==> src/mma_pkg.sv <==
`default_nettype none
// ----------------------------------------------------------------------------
// mma_pkg
// shared widths, codes, item and control types of the matrix multiply block
// ----------------------------------------------------------------------------
package mma_pkg;

	// field widths fixed by the item format
	localparam int ELEM_W     = 16;
	localparam int GAIN_W     = 16;
	localparam int DIM_W      = 5;
	localparam int IDX_W      = 4;
	localparam int RES_W      = 32;
	localparam int CFG_IDX_W  = 3;
	localparam int CFG_DATA_W = 16;

	// arithmetic widths, all exact so no intermediate clipping is needed
	localparam int PROD_W     = 2 * ELEM_W;
	localparam int DOT_W      = PROD_W + DIM_W;
	localparam int SA_W       = DOT_W + GAIN_W;
	localparam int SB_W       = ELEM_W + GAIN_W;
	localparam int BETA_SHIFT = 8;
	localparam int SUM_W      = SA_W + 1;
	localparam int FRAC_SHIFT = 16;
	localparam int Q_W        = SUM_W - FRAC_SHIFT;

	localparam logic signed [SUM_W-1:0] ROUND_BIAS =
		{{(SUM_W - FRAC_SHIFT){1'b0}}, 1'b1, {(FRAC_SHIFT - 1){1'b0}}};
	localparam logic signed [RES_W-1:0] RES_MAX = {1'b0, {(RES_W - 1){1'b1}}};
	localparam logic signed [RES_W-1:0] RES_MIN = {1'b1, {(RES_W - 1){1'b0}}};

	// register reset values
	localparam logic [DIM_W-1:0]         DIM_RST   = 5'd16;
	localparam logic signed [GAIN_W-1:0] ALPHA_RST = 16'sd256;
	localparam logic signed [GAIN_W-1:0] BETA_RST  = 16'sd0;

	typedef enum logic [1:0] {
		MODE_LOAD_A = 2'd0,
		MODE_LOAD_B = 2'd1,
		MODE_LOAD_C = 2'd2,
		MODE_READ   = 2'd3
	} mode_t;

	typedef enum logic [CFG_IDX_W-1:0] {
		CFG_DIM_M = 3'd0,
		CFG_DIM_N = 3'd1,
		CFG_DIM_K = 3'd2,
		CFG_ALPHA = 3'd3,
		CFG_BETA  = 3'd4
	} cfg_idx_t;

	typedef enum logic [2:0] {
		ST_IDLE   = 3'd0,
		ST_RUN    = 3'd1,
		ST_CFETCH = 3'd2,
		ST_DRAIN  = 3'd3,
		ST_SCALE  = 3'd4,
		ST_SUM    = 3'd5,
		ST_DONE   = 3'd6
	} state_t;

	typedef struct packed {
		mode_t                     mode;
		logic [IDX_W-1:0]          row_index;
		logic [IDX_W-1:0]          col_index;
		logic signed [ELEM_W-1:0]  element_value;
	} mma_in_t;

	typedef struct packed {
		logic signed [RES_W-1:0] result_value;
		logic                    saturated;
		logic                    out_of_range;
	} mma_out_t;

	// sequencer to datapath controls
	typedef struct packed {
		logic clr;
		logic mul_en;
		logic acc_en;
		logic c_cap;
		logic scale_en;
		logic sum_en;
		logic done;
		logic oor;
	} mma_ctrl_t;

endpackage
`default_nettype wire

==> src/mma_mac.sv <==
`default_nettype none
// ----------------------------------------------------------------------------
// mma_mac
// multiply-accumulate of the dot product, alpha/beta scaling, rounding
// ----------------------------------------------------------------------------
module mma_mac (
	input  wire logic                              clk,
	input  wire mma_pkg::mma_ctrl_t                ctrl,
	input  wire logic [mma_pkg::ELEM_W-1:0]        ac_rdata,
	input  wire logic [mma_pkg::ELEM_W-1:0]        b_rdata,
	input  wire logic signed [mma_pkg::GAIN_W-1:0] alpha_gain,
	input  wire logic signed [mma_pkg::GAIN_W-1:0] beta_gain,
	output logic signed [mma_pkg::RES_W-1:0]       result_value,
	output logic                                   saturated
);

	logic signed [mma_pkg::PROD_W-1:0] prod_s2;
	logic signed [mma_pkg::DOT_W-1:0]  dot_q;
	logic signed [mma_pkg::ELEM_W-1:0] c_q;
	logic signed [mma_pkg::SA_W-1:0]   pa_q;
	logic signed [mma_pkg::SB_W-1:0]   pb_q;
	logic [mma_pkg::SUM_W-1:0]         pa_ext, pb_ext, sum_w;
	logic [mma_pkg::Q_W-1:0]           q_w;
	logic [mma_pkg::Q_W-mma_pkg::RES_W:0] q_hi;
	logic                              fits;

	always_ff @(posedge clk) begin
		if (ctrl.mul_en) begin
			prod_s2 <= $signed(ac_rdata) * $signed(b_rdata);
		end
		if (ctrl.clr) begin
			dot_q <= '0;
		end else if (ctrl.acc_en) begin
			dot_q <= dot_q + {{(mma_pkg::DOT_W - mma_pkg::PROD_W){prod_s2[mma_pkg::PROD_W-1]}},
				prod_s2};
		end
		if (ctrl.c_cap) begin
			c_q <= ac_rdata;
		end
		if (ctrl.scale_en) begin
			pa_q <= dot_q * alpha_gain;
			pb_q <= c_q * beta_gain;
		end
		if (ctrl.sum_en) begin
			result_value <= fits ? q_w[mma_pkg::RES_W-1:0]
				: (q_w[mma_pkg::Q_W-1] ? mma_pkg::RES_MIN : mma_pkg::RES_MAX);
			saturated    <= !fits;
		end
	end

	// beta*c is q.16, moved to q.24 before the sum; floor shift rounds to nearest
	always_comb begin
		pa_ext = {{(mma_pkg::SUM_W - mma_pkg::SA_W){pa_q[mma_pkg::SA_W-1]}}, pa_q};
		pb_ext = {{(mma_pkg::SUM_W - mma_pkg::SB_W - mma_pkg::BETA_SHIFT){pb_q[mma_pkg::SB_W-1]}},
			pb_q, {mma_pkg::BETA_SHIFT{1'b0}}};
		sum_w  = pa_ext + pb_ext + mma_pkg::ROUND_BIAS;
		q_w    = sum_w[mma_pkg::SUM_W-1:mma_pkg::FRAC_SHIFT];
		q_hi   = q_w[mma_pkg::Q_W-1:mma_pkg::RES_W-1];
		fits   = (&q_hi) || !(|q_hi);
	end

endmodule
`default_nettype wire

==> config.mk <==
export PLATFORM = sky130hd
export DESIGN_NAME = mma_mac
export DESIGN_NICKNAME = d
export VERILOG_FILES = /design/src/mma_pkg.sv /design/src/mma_mac.sv
export SDC_FILE = /design/constraint.sdc
export NUM_CORES = 2
export LEC_CHECK = 0
export BUFFER_PORTS_ARGS = -buffer_cell sky130_fd_sc_hd__clkbuf_2
export CORE_ASPECT_RATIO = 1.75
export CORE_MARGIN = 2
export CORE_UTILIZATION = 35
export DETAILED_ROUTE_END_ITERATION = 12
export SLEW_MARGIN = 20
export SYNTH_ARGS = -nofsm -noshare
export SYNTH_HDL_FRONTEND = slang
export SYNTH_SLANG_ARGS = --single-unit
==> constraint.sdc <==
create_clock -name clk -period 7.9 [get_ports clk]
set_input_delay 0.395 -clock clk [delete_from_list [all_inputs] [get_ports clk]]
set_output_delay 0.395 -clock clk [all_outputs]
set_load 0.1 [all_outputs]
==> flow_summary.toml <==
[run_status]
status = "finished, final reports clean"

[yosys]
synthMuxAreaShare_pct = 0.5722
synth_compound_area_share_pct = 7.500
synthFlopType = "edfxtp_1"
synth_top_area_share_pct = 42.44
synth-async-reset-ratio_pct = 0
synth_cell_types = 86
synth_edf_count = 158
synth_common_cells = "inv_1 (1322), fa_1 (1080), nand2_1 (728)"
syn_inst = 5497
postSynthAreaPerCell_um2 = 9.268
ys_ff_latch = 195
synth_top_family_by_area = "adder cells"
synthSimpleGateAreaFrac_pct = 14.19
synthMostInstantiatedCell = "inv_1"
yosys-top-cells-area = "fa_1 (42%), ha_1 (10%), inv_1 (9.7%)"
synth_area_leader_cell = "fa_1"
ys_seq_area_share_pct = 10.77
yosys_warnings = 0
synth-xor-area-share_pct = 3.166
syn_nets = 7058
synth.cell_area_um2 = 50950
synthAdderAreaFrac_pct = 52.46

[final_layout]
nNetsFinal = 7058
design_area_um2 = 54200
final_layout_size_suffix_gt1_share_pct = 5.027
areaGrowthSynthToFinish_pct = 6.393

[floorplan]
rows = 185
die_w_um = 292.4
die_h_um = 508.7
io-pin-count = 106
core-area_um2 = 144900
start_util_pct = 35.16
die-area_um2 = 148700

[critical_path]
reg2reg_depth = 20
cp-start-kind = "register"
cp-end-kind = "register"
path_max_fanout = 12
arrival_ps = 7680
cp_data_required_time_ps = 8130
worst-setup-path-type = "reg -> reg"
regToRegStartpoint = "dot_q[11]"
reg2reg_setup_slack_ps = 450
worstReg2RegEnd = "pa_q[35]"

[hold_path]
hold_path.class = "in -> reg"
hp-start = "ac_rdata[1]"
worstHoldPathCells = 1
hold_end = "c_q[1]"

[clocking]
clk_pin_slew_ps = 80
clock_latency_ps = 510
cts_sinks = 195
post_cts_buffers = 0
cts_htree_levels = 4
cts_tree = "yes"
cts_buffers = 17
cts_resized = 0
cts_root_buf = "clkbuf_16"
hold_buffers = 0
cts.path.max_buffers = 2

[drt]
wl_per_cell_um = 18.39
dr.pass1.iters = 7
wl_um = 135800
num_vias = 36830
ant_nets = 0
route.detailed.drc = 0
viasPerCell = 4.990
drt_iter0_drc = 1790

[sta]
hold_viol = 0
fin_tns_setup_ps = 0
period_needed_ps = 7447
setup_ws_ps = 452.6
slew_headroom_pct = 31.48
slew_violations = 0
setup_viol = 0
fmax_mhz = 134.3
worst_pin_slew_ps = 1026
grt_setup_unrepaired = "no"
fin_worst_skew_ps = 23.75
timing.final.crit_share_pct = 94.27

[grt]
grt_usage_pct = 18.87
grt_first_pass_wirelength_um = 219200
grt_max_degree = 78
grt.overflow.total = 0
grt_pass1_vias = 41460
antenna_found_initial = 6

[placed_design]
place_ws_ps = 297.2
dp.final_hpwl_um = 114200
gp_congestion = 0.9192
dpl-instance-area_um2 = 53650
port_buffers = 103

[flow_run]
cap_violations = 0
## layout by cell type (no fill, tap or decap), types with 7 or more instances in the layout
master	instances
o211ai_1	18
o31ai_1	7
or3_1	8
nor4_1	9
nand2b_1	54
nor2_1	155
a21oi_1	163
xnor2_1	129
buf_4	81
o21ai_0	82
a21oi_2	20
a31oi_1	20
fa_1	1080
and2_1	413
o21ai_2	15
o21a_1	32
o21bai_1	25
nand3_1	25
nand4_1	34
xor2_1	52
dfxtp_1	37
nor2b_1	14
a211oi_1	15
mux2i_1	28
clkbuf_2	102
nand2_1	728
and3_1	19
nor3_1	31
a21o_1	78
clkbuf_16	17
edfxtp_1	158
inv_1	1322
ha_1	408
## state kept, by name, indices dropped and copies added (netlist names)
| signal | count |
|---|---|
| pa_q | 45 |
| saturated | 1 |
| pb_q | 32 |
| prod_s2 | 32 |
| dot_q | 37 |
| result_value | 32 |
| c_q | 16 |
## worst max-delay path by stage
stage	start	end	slack, ps	cells after the start
3_3_place_gp	alpha_gain[1]	pa_q[39]	240	23
6_report	dot_q[11]	pa_q[35]	450	20
4_1_cts	dot_q[11]	pa_q[39]	440	21
5_1_grt	dot_q[7]	pa_q[39]	180	20
2_1_floorplan	alpha_gain[7]	pa_q[41]	1210	24
3_5_place_dp	alpha_gain[1]	pa_q[39]	300	24
## routing by layer
| metal | wire length (µm) | track usage, % |
|---|---|---|
| met5 | 49 | 0 |
| met4 | 7723 | 9.672 |
| met2 | 74550 | 36.50 |
| met1 | 47940 | 19.94 |
| met3 | 5503 | 2.047 |
## critical path: stages, from the launching register on
cell,delay (ps)
dfxtp_1,800
buf_4,290
nand2_1,90
fa_1,550
inv_1,50
fa_1,560
fa_1,450
fa_1,470
fa_1,490
inv_1,50
fa_1,480
inv_1,50
ha_1,380
nand2_1,140
nor4_1,610
o2111ai_1,380
a211oi_1,360
nor3_1,140
o21a_1,240
o21ba_2,210
xnor2_1,400
## kinds of logic (layout without fill, tap and decap cells)
group           after synthesis  count (layout)
mux                          29              29
fa+ha+maj                  1488            1488
compound gates              562             562
flops                       195             195
simple gates               1513            1513
other cells                   0               1
buf+inv                    1528            1541
xor+xnor                    182             182
## per-stage QoR
stage,instances,util (%),hold slack [ps]
floorplan,5497,-,493.9
global placement,7348,37.02,508.3
detailed placement,7348,37.02,515.5
CTS,7380,37.41,355.3
global route,7380,37.41,397.9
finish,7381,37.41,409.4
## cell type report
class | count | area [µm²]
Clock buffer | 18 | 429.2
Fill cell | 14660 | 90700
Antenna cell | 1 | 2.502
Clock inverter | 14 | 122.6
Timing Repair Buffer | 186 | 1179
Tap cell | 1870 | 2340
Inverter | 1323 | 4966
Sequential cell | 195 | 5485
Multi-Input combinational cell | 3774 | 39680
Power is not shown: default switching activity piles up to over one toggle a cycle in this logic, so the estimate is an artifact.
