--- src/mma_pkg.sv ---
`default_nettype none
// ----------------------------------------------------------------------------
// mma_pkg
// shared widths, codes, item and control types of the matrix multiply block
// ----------------------------------------------------------------------------
package mma_pkg;

	// field widths fixed by the item format
	localparam int ELEM_W     = 16;
	localparam int GAIN_W     = 16;
	localparam int DIM_W      = 5;
	localparam int IDX_W      = 4;
	localparam int RES_W      = 32;
	localparam int CFG_IDX_W  = 3;
	localparam int CFG_DATA_W = 16;

	// arithmetic widths, all exact so no intermediate clipping is needed
	localparam int PROD_W     = 2 * ELEM_W;
	localparam int DOT_W      = PROD_W + DIM_W;
	localparam int SA_W       = DOT_W + GAIN_W;
	localparam int SB_W       = ELEM_W + GAIN_W;
	localparam int BETA_SHIFT = 8;
	localparam int SUM_W      = SA_W + 1;
	localparam int FRAC_SHIFT = 16;
	localparam int Q_W        = SUM_W - FRAC_SHIFT;

	localparam logic signed [SUM_W-1:0] ROUND_BIAS =
		{{(SUM_W - FRAC_SHIFT){1'b0}}, 1'b1, {(FRAC_SHIFT - 1){1'b0}}};
	localparam logic signed [RES_W-1:0] RES_MAX = {1'b0, {(RES_W - 1){1'b1}}};
	localparam logic signed [RES_W-1:0] RES_MIN = {1'b1, {(RES_W - 1){1'b0}}};

	// register reset values
	localparam logic [DIM_W-1:0]         DIM_RST   = 5'd16;
	localparam logic signed [GAIN_W-1:0] ALPHA_RST = 16'sd256;
	localparam logic signed [GAIN_W-1:0] BETA_RST  = 16'sd0;

	typedef enum logic [1:0] {
		MODE_LOAD_A = 2'd0,
		MODE_LOAD_B = 2'd1,
		MODE_LOAD_C = 2'd2,
		MODE_READ   = 2'd3
	} mode_t;

	typedef enum logic [CFG_IDX_W-1:0] {
		CFG_DIM_M = 3'd0,
		CFG_DIM_N = 3'd1,
		CFG_DIM_K = 3'd2,
		CFG_ALPHA = 3'd3,
		CFG_BETA  = 3'd4
	} cfg_idx_t;

	typedef enum logic [2:0] {
		ST_IDLE   = 3'd0,
		ST_RUN    = 3'd1,
		ST_CFETCH = 3'd2,
		ST_DRAIN  = 3'd3,
		ST_SCALE  = 3'd4,
		ST_SUM    = 3'd5,
		ST_DONE   = 3'd6
	} state_t;

	typedef struct packed {
		mode_t                     mode;
		logic [IDX_W-1:0]          row_index;
		logic [IDX_W-1:0]          col_index;
		logic signed [ELEM_W-1:0]  element_value;
	} mma_in_t;

	typedef struct packed {
		logic signed [RES_W-1:0] result_value;
		logic                    saturated;
		logic                    out_of_range;
	} mma_out_t;

	// sequencer to datapath controls
	typedef struct packed {
		logic clr;
		logic mul_en;
		logic acc_en;
		logic c_cap;
		logic scale_en;
		logic sum_en;
		logic done;
		logic oor;
	} mma_ctrl_t;

endpackage
`default_nettype wire

--- src/mma_seq.sv ---
`default_nettype none
// ----------------------------------------------------------------------------
// mma_seq
// item intake, memory addressing and step sequencing of a result read
// ----------------------------------------------------------------------------
module mma_seq #(
	parameter int MAX_DIM = 16,
	localparam int CELLS = MAX_DIM * MAX_DIM,
	localparam int AW    = $clog2(CELLS),
	localparam int ACW   = $clog2(2 * CELLS)
) (
	input  wire logic                      clk,
	input  wire logic                      arst_n,
	input  wire logic                      item_valid,
	output logic                           item_ready,
	input  wire mma_pkg::mma_in_t          item,
	input  wire logic [mma_pkg::DIM_W-1:0] dim_m,
	input  wire logic [mma_pkg::DIM_W-1:0] dim_n,
	input  wire logic [mma_pkg::DIM_W-1:0] dim_k,
	input  wire logic                      out_free,
	output logic                           ac_we,
	output logic [ACW-1:0]                 ac_waddr,
	output logic                           ac_re,
	output logic [ACW-1:0]                 ac_raddr,
	output logic                           b_we,
	output logic [AW-1:0]                  b_waddr,
	output logic                           b_re,
	output logic [AW-1:0]                  b_raddr,
	output mma_pkg::mma_ctrl_t             ctrl
);

	mma_pkg::state_t state_q, state_d;

	logic [mma_pkg::IDX_W-1:0] row_q, col_q;
	logic [mma_pkg::DIM_W-1:0] kd_q, k_q, kd_eff;
	logic                      oor_q, oor_d;
	logic                      rd_s1, prod_v_s2, c_s1;
	logic                      accept, read_acc, load_ok;
	logic [AW-1:0]             cell_w, a_addr;
	logic [ACW-1:0]            c_addr;

	// intake only while idle
	assign item_ready = (state_q == mma_pkg::ST_IDLE);

	assign accept  = item_valid && item_ready;
	assign read_acc = accept && (item.mode == mma_pkg::MODE_READ);
	assign load_ok = (int'(item.row_index) < MAX_DIM) && (int'(item.col_index) < MAX_DIM);

	// dimension registers above the store size act as the store size
	assign kd_eff = (int'(dim_k) > MAX_DIM) ? mma_pkg::DIM_W'(MAX_DIM) : dim_k;
	assign oor_d  = (int'(item.row_index) >= int'(dim_m)) || (int'(item.row_index) >= MAX_DIM)
		|| (int'(item.col_index) >= int'(dim_n)) || (int'(item.col_index) >= MAX_DIM);

	// row-major cell addresses; c lives in the upper half of the a/c memory
	assign cell_w  = AW'(item.row_index * MAX_DIM + item.col_index);
	assign a_addr  = AW'(row_q * MAX_DIM + k_q);
	assign b_raddr = AW'(k_q * MAX_DIM + col_q);
	assign c_addr  = ACW'(CELLS + row_q * MAX_DIM + col_q);

	assign ac_we    = accept && load_ok
		&& (item.mode == mma_pkg::MODE_LOAD_A || item.mode == mma_pkg::MODE_LOAD_C);
	assign ac_waddr = (item.mode == mma_pkg::MODE_LOAD_C) ? ACW'(CELLS + cell_w) : ACW'(cell_w);
	assign b_we     = accept && load_ok && (item.mode == mma_pkg::MODE_LOAD_B);
	assign b_waddr  = cell_w;

	// next state
	always_comb begin
		state_d = state_q;
		case (state_q)
			mma_pkg::ST_IDLE: begin
				if (read_acc) begin
					if (oor_d) begin
						state_d = mma_pkg::ST_DONE;
					end else if (kd_eff == '0) begin
						state_d = mma_pkg::ST_CFETCH;
					end else begin
						state_d = mma_pkg::ST_RUN;
					end
				end
			end
			mma_pkg::ST_RUN: begin
				if (k_q + 1'b1 == kd_q) begin
					state_d = mma_pkg::ST_CFETCH;
				end
			end
			mma_pkg::ST_CFETCH: state_d = mma_pkg::ST_DRAIN;
			mma_pkg::ST_DRAIN:  state_d = mma_pkg::ST_SCALE;
			mma_pkg::ST_SCALE:  state_d = mma_pkg::ST_SUM;
			mma_pkg::ST_SUM:    state_d = mma_pkg::ST_DONE;
			mma_pkg::ST_DONE: begin
				if (out_free) begin
					state_d = mma_pkg::ST_IDLE;
				end
			end
			default: state_d = mma_pkg::ST_IDLE;
		endcase
	end

	// outputs
	always_comb begin
		ac_re         = 1'b0;
		b_re          = 1'b0;
		ac_raddr      = ACW'(a_addr);
		ctrl          = '0;
		ctrl.clr      = read_acc;
		ctrl.mul_en   = rd_s1;
		ctrl.acc_en   = prod_v_s2;
		ctrl.c_cap    = c_s1;
		ctrl.oor      = oor_q;
		case (state_q)
			mma_pkg::ST_IDLE: ;
			mma_pkg::ST_RUN: begin
				ac_re = 1'b1;
				b_re  = 1'b1;
			end
			mma_pkg::ST_CFETCH: begin
				ac_re    = 1'b1;
				ac_raddr = c_addr;
			end
			mma_pkg::ST_DRAIN: ;
			mma_pkg::ST_SCALE: ctrl.scale_en = 1'b1;
			mma_pkg::ST_SUM:   ctrl.sum_en = 1'b1;
			mma_pkg::ST_DONE:  ctrl.done = 1'b1;
			default: ;
		endcase
	end

	always_ff @(posedge clk or negedge arst_n) begin
		if (!arst_n) begin
			state_q   <= mma_pkg::ST_IDLE;
			k_q       <= '0;
			oor_q     <= 1'b0;
			rd_s1     <= 1'b0;
			prod_v_s2 <= 1'b0;
			c_s1      <= 1'b0;
		end else begin
			state_q   <= state_d;
			rd_s1     <= (state_q == mma_pkg::ST_RUN);
			prod_v_s2 <= rd_s1;
			c_s1      <= (state_q == mma_pkg::ST_CFETCH);
			if (read_acc) begin
				k_q   <= '0;
				oor_q <= oor_d;
			end else if (state_q == mma_pkg::ST_RUN) begin
				k_q <= k_q + 1'b1;
			end
		end
	end

	always_ff @(posedge clk) begin
		if (read_acc) begin
			row_q <= item.row_index;
			col_q <= item.col_index;
			kd_q  <= kd_eff;
		end
	end

endmodule
`default_nettype wire

--- config.mk ---
export PLATFORM = sky130hd
export DESIGN_NAME = mma_seq
export DESIGN_NICKNAME = d
export VERILOG_FILES = /design/src/mma_pkg.sv /design/src/mma_seq.sv
export SDC_FILE = /design/constraint.sdc
export NUM_CORES = 1
export LEC_CHECK = 0
export BUFFER_PORTS_ARGS = -buffer_cell sky130_fd_sc_hd__buf_2
export CELL_PAD_IN_SITES_DETAIL_PLACEMENT = 1
export CELL_PAD_IN_SITES_GLOBAL_PLACEMENT = 1
export CORE_ASPECT_RATIO = 0.9
export CORE_MARGIN = 5
export CORE_UTILIZATION = 30
export CTS_BUF_LIST = sky130_fd_sc_hd__clkbuf_4
export DETAILED_ROUTE_END_ITERATION = 10
export GPL_ROUTABILITY_DRIVEN = 0
export PLACE_DENSITY_LB_ADDON = 0.1
export SLEW_MARGIN = 5
export SYNTH_ARGS = -nofsm -noshare
export SYNTH_HDL_FRONTEND = slang
export SYNTH_SLANG_ARGS = --single-unit
--- constraint.sdc ---
create_clock -name clk -period 2 [get_ports clk]
set_input_delay 0.1 -clock clk [delete_from_list [all_inputs] [get_ports clk]]
set_output_delay 0.1 -clock clk [all_outputs]
set_load 0.05 [all_outputs]
==> results.yml, run 1 <==
status:
  status: "completed"
placement:
  place_ws_ns: 0.228
  place_inst: 303
  hpwl_um: 3360
  io_buffers: 75
sta:
  timing.final.crit_share: 0.928
  fin_skew_ns: 0.00840
  tightest_slew_ns: 0.324
  min_period_ns: 1.86
  holdWs_ns: 0.0221
  setup_violations: 0
  hold_violations: 0
  rsz0062_at_grt: "false"
  final_max_slew_viol_count: 0
  worst_slack_ns: 0.143
  clock.fmax_mhz: 539
  relSlewSlack: 0.782
cells_and_area:
  n_antenna_cell: 0
  nets: 303
  final_cells: 316
  syn2layout_area_growth_pct: 25.3
  final_cell_mix: "buf_2 (75), nand2_1 (25), nor2_1 (13), edfxtp_1 (13)"
  fill_cells: 694
  drive_gt1_frac: 0.386
  final_common_cell: "buf_2"
job:
  drv_cap: 0
setup_path:
  critical_path_class: "flip-flop to output pin"
  start_kind: "flip-flop"
  cp.arrival_ns: 1.76
  path_max_fanout: 9
  required_ns: 1.90
  cp-end-kind: "output pin"
synth:
  netlist_area_sq_um: 1720
  yosys_warnings: 0
  syn_nets: 243
  syn-instance-count: 187
  ys_seq_area_frac: 0.403
  syn_area_per_cell_sq_um: 9.17
  synthDistinctLibCells: 35
  synth.ff_latch_count: 25
power:
  finalPower_uw: 3120
  powerDensity_nw_per_um2: 1450
  vdd_drop_max_uv: 827
  leakage_uw: 0.00105
clock_network:
  cts.sinks: 25
  cts-root-buf: "clkbuf_4"
  post_cts_buffers: 0
  clkTransAtPathRegs_ns: 0.13
  cts_buffer_depth: 2
  cts_tree: "built"
  cts-htree-levels: 1
  cts_buffers: 3
  clk_latency_ns: 0.33
detailed_routing:
  drtAntennaViolNets: 0
  remaining_drc_errors: 0
  dr.first_iter.drc_count: 32
  wire_per_inst_um: 13.3
  routed_wl_um: 4200
  vias: 1432
  firstDrtPassIters: 4
  via_per_inst: 4.53
floorplan:
  die_width_um: 89.7
  rows: 26
  ios: 92
  initial_utilization: 0.305
  dieArea_sq_um: 7330
  die_y_um: 81.7
  core_area_sq_um: 5630
grt:
  antenna_found_initial: 0
  grtUsageTotal: 0.119
  grt-ovfl-total: 0
  grt_pass1_wl_um: 7180
  grt_max_degree: 22
  grt_pass1_vias: 1533
hold_path:
  hp-class: "input pin to flip-flop"
critical path, cell delays in order, from the launching register on:
cell	delay, ns
dfrtp_1	0.45
buf_4	0.19
nor3_4	0.18
nand2_1	0.15
nor3b_4	0.18
buf_2	0.28
final timing paths:
| check | startpoint | endpoint | slack, ns | depth (start not counted) |
|---|---|---|---|---|
| setup / recovery | state_q[1] | b_we | 0.14 | 5 |
| hold / removal | dim_k[4] | kd_q[4] | 0.02 | 1 |
| setup reg to reg | k_q[1] | state_q[0] | 0.20 | 6 |
| hold reg to reg | rd_s1 | prod_v_s2 | 0.39 | 0 |
| max in group asynchronous | arst_n | state_q[0] | 1.58 | 2 |
| min in group asynchronous | arst_n | k_q[1] | 0.16 | 2 |
kinds of logic after synthesis:
family                   count (synthesis)  synth area share
multiplexers                             2            0.0117
AO/OA/AOI/OAI                           18            0.0686
flip-flops                              25             0.403
XOR/XNOR                                12            0.0613
AND/OR/NAND/NOR                         71             0.206
adder cells (fa/ha/maj)                 11            0.0802
buffers and inverters                   48             0.169
report_power, final:
part	internal [uW]	switching, uW	total (uW)
clock	75.0	155	230
combinational	586	1440	2030
sequential	677	182	859
final cells by class:
cell class / count / area (sq um) / share of cell area
timing repair buffer: 91 / 518 / 0.241
sequential: 25 / 693 / 0.322
clock buffer: 3 / 22.5 / 0.0105
inverter: 12 / 45.0 / 0.0210
clock inverter: 1 / 5.00 / 0.00233
tap: 70 / 87.6 / 0.0407
multi-input combinational: 114 / 778 / 0.362
synthesized netlist by cell type:
cell type   n  area share
buf_4      29        0.13
nand2_1    25       0.055
nor2_1     14       0.031
edfxtp_1   13        0.23
dfrtp_1    12        0.18
inv_1      12       0.026
ha_1       11       0.080
nor2b_1    11       0.040
clkbuf_1    6       0.013
xnor2_1     6       0.031
xor2_1      6       0.031
a21oi_1     5       0.015
nand3_1     5       0.015
nor3_1      4       0.012
o21ai_0     3      0.0088
or3_1       3       0.011
a31oi_1     2      0.0073
mux2i_1     2       0.012
nor3b_1     2      0.0088
a2111o_1    1      0.0066
a22o_1      1      0.0051
a32oi_1     1      0.0051
and3b_4     1      0.0073
buf_2       1      0.0029
nand2b_1    1      0.0036
nand4_1     1      0.0036
nand4b_1    1      0.0051
nor4_1      1      0.0036
nor4_2      1      0.0073
o211ai_1    1      0.0044
o21a_1      1      0.0044
o21ai_1     1      0.0029
o21bai_1    1      0.0044
o221ai_1    1      0.0051
or4_1       1      0.0044
sequential cells by signal (all words and copies together) (netlist names):
name and flops:
state_q 3, col_q 4, oor_q 1, row_q 4
k_q 5, rd_s1 1, kd_q 5, prod_v_s2 1
c_s1 1
per-stage QoR:
step,instance area (sq um),util,TNS [ns]
6_report,2150,0.382,0
5_1_grt,2150,0.382,0
4_1_cts,2150,0.382,0
3_5_place_dp,2030,0.361,0
3_3_place_gp,2030,0.361,0
2_1_floorplan,1750,-,-1.93
layer usage:
| layer | wire length (um) | GRT usage | share of wire |
|---|---|---|---|
| met1 | 1940 | 0.154 | 0.46 |
| met4 | 38 | 0.0408 | 0.0090 |
| met2 | 1950 | 0.193 | 0.46 |
| met5 | 0 | 0 | 0 |
| met3 | 279 | 0.0311 | 0.066 |
repair_timing:
action / CTS / global route
hold buffers: 9 / 0
gates resized for setup: 0 / 3
endpoints found under the setup margin: 0 / 7
hold endpoints to repair: 20 / 0
(Power assumes the default switching activity.)
==> run 2, diff against run 1 <==
Settings changed: CORE_MARGIN 5 to 3, GPL_ROUTABILITY_DRIVEN 0 to 1.
==> run 2 against run 1 <==
  * Utilization grew 2.0 points
  * Die area down 9.1%
  * Combinational power increased by 3%
  * Via count grew 0.35%
  * Largest power group unchanged
  * Highest routed layer unchanged
  * Global-route usage rose by 1.4 points
  * Wire length is 1.6% higher
  * Non-clock buffer count rose by 1
  * Largest cell class unchanged
==> results.yml, run 2 (same netlist as run 1, synthesis figures left out) <==
clock_network:
  clkTransAtPathRegs_ns: 0.14
  clk_latency_ns: 0.32
  cts-root-buf: "clkbuf_4"
  cts-htree-levels: 1
  cts_tree: "built"
  cts_buffers: 3
  cts_buffer_depth: 2
  cts.sinks: 25
sta:
  setup_violations: 0
  tightest_slew_ns: 0.301
  min_period_ns: 1.87
  worst_slack_ns: 0.126
  relSlewSlack: 0.799
  clock.fmax_mhz: 534
  final_max_slew_viol_count: 0
  fin_skew_ns: 0.00266
  timing.final.crit_share: 0.937
  hold_violations: 0
detailed_routing:
  met3WireLength_um: 238
  firstDrtPassIters: 4
  dr.first_iter.drc_count: 30
  routed_wl_um: 4270
  wl_met1_um: 1930
  remaining_drc_errors: 0
  wire_per_inst_um: 13.6
  drtAntennaViolNets: 0
  top_layer_used: "met4"
  via_per_inst: 4.58
  met2_length_um: 2040
  vias: 1437
setup_path:
  r2r-start: "k_q[1]"
  path_max_fanout: 12
  start_kind: "flip-flop"
  r2r_cells: 6
  r2r_setup_slack_ns: 0.20
  critical_path_class: "flip-flop to output pin"
  required_ns: 1.90
  rr_endpoint: "state_q[0]"
  cp.arrival_ns: 1.77
  cp-end-kind: "output pin"
hold_path:
  worstHoldStart: "dim_k[4]"
  min_path_cells: 1
  hp-class: "input pin to flip-flop"
  hold_end: "kd_q[4]"
grt:
  antenna_found_initial: 0
  grt-ovfl-total: 0
  grt_pass1_wl_um: 7130
  grtUsageTotal: 0.133
  grt_max_degree: 15
  grt_pass1_vias: 1501
status:
  status: "completed"
cells_and_area:
  nets: 304
  final_cell_mix: "buf_2 (73), nand2_1 (24), nor2_1 (13), edfxtp_1 (13), dfrtp_1 (12)"
  fill_cells: 660
  drive_gt1_frac: 0.385
  final_cells: 314
  final_common_cell: "buf_2"
  n_antenna_cell: 0
  postLayoutCoreUtil: 0.402
  reg_top3: "k_q x5, kd_q x5"
  syn2layout_area_growth_pct: 26.2
power:
  powerDensity_nw_per_um2: 1450
  vdd_drop_max_uv: 786
  leakage_uw: 0.00106
  finalPower_uw: 3150
job:
  drv_cap: 0
placement:
  place_inst: 300
  place_ws_ns: 0.196
  hpwl_um: 3410
  routabilityCongestion: 0.753
  io_buffers: 75
floorplan:
  die_y_um: 77.7
  rows: 25
  dieArea_sq_um: 6660
  initial_utilization: 0.319
  core_area_sq_um: 5380
  die_width_um: 85.7
  ios: 92
==> run 2: through the flow <==
step                      TNS [ns]  area [sq um]  hold slack [ns]
after floorplan              -1.93          1750           -0.196
after global placement           0          2030         -0.00144
after detailed placement         0          2030          0.00258
after CTS                        0          2150         0.000225
after global routing      -0.00688          2160          0.00949
final                            0          2160           0.0152
==> run 2: how the worst max path moves through the flow <==
stage                     startpoint    endpoint  slack [ns]  cells past startpoint
after floorplan           state_q[2]     ctrl[7]       -0.17                      3
after global placement        k_q[1]  state_q[0]        0.23                      6
after detailed placement      k_q[1]  state_q[0]        0.20                      6
after CTS                 state_q[1]     ctrl[7]        0.04                      4
after global routing      state_q[1]        b_we      -0.007                      5
final                     state_q[1]        b_we        0.13                      5
==> run 2: routing by layer <==
layer  track usage  up-vias
li1              -      720
met1         0.177      668
met2         0.222       44
met3        0.0159        5
met4        0.0427        0
met5             0        -
==> run 2: what timing repair did <==
action,in CTS,in global routing
hold endpoints to repair,20,0
gates resized for setup,0,5
hold buffers,9,0
setup endpoints to repair,0,9
buffers inserted,0,1
==> run 2: cell type report <==
type	count	area (sq um)	area share
repair buffers	92	534	0.247
clock buffers	4	30.0	0.0139
inverters	12	45.0	0.0208
flip-flops and latches	25	691	0.319
multi-input cells	114	781	0.361
well taps	67	83.8	0.0387
==> run 2: critical path: stages, from the launching register on <==
cell and delay, ns:
dfrtp_1 0.45, buf_4 0.21, nor3_4 0.20, nand2_1 0.15, nor3b_4 0.19, clkbuf_4 0.25
==> run 2: power breakdown <==
| group | switching, uW | total [uW] | internal (uW) |
|---|---|---|---|
| Sequential | 130 | 803 | 673 |
| Clock | 157 | 248 | 91.6 |
| Combinational | 1510 | 2100 | 591 |
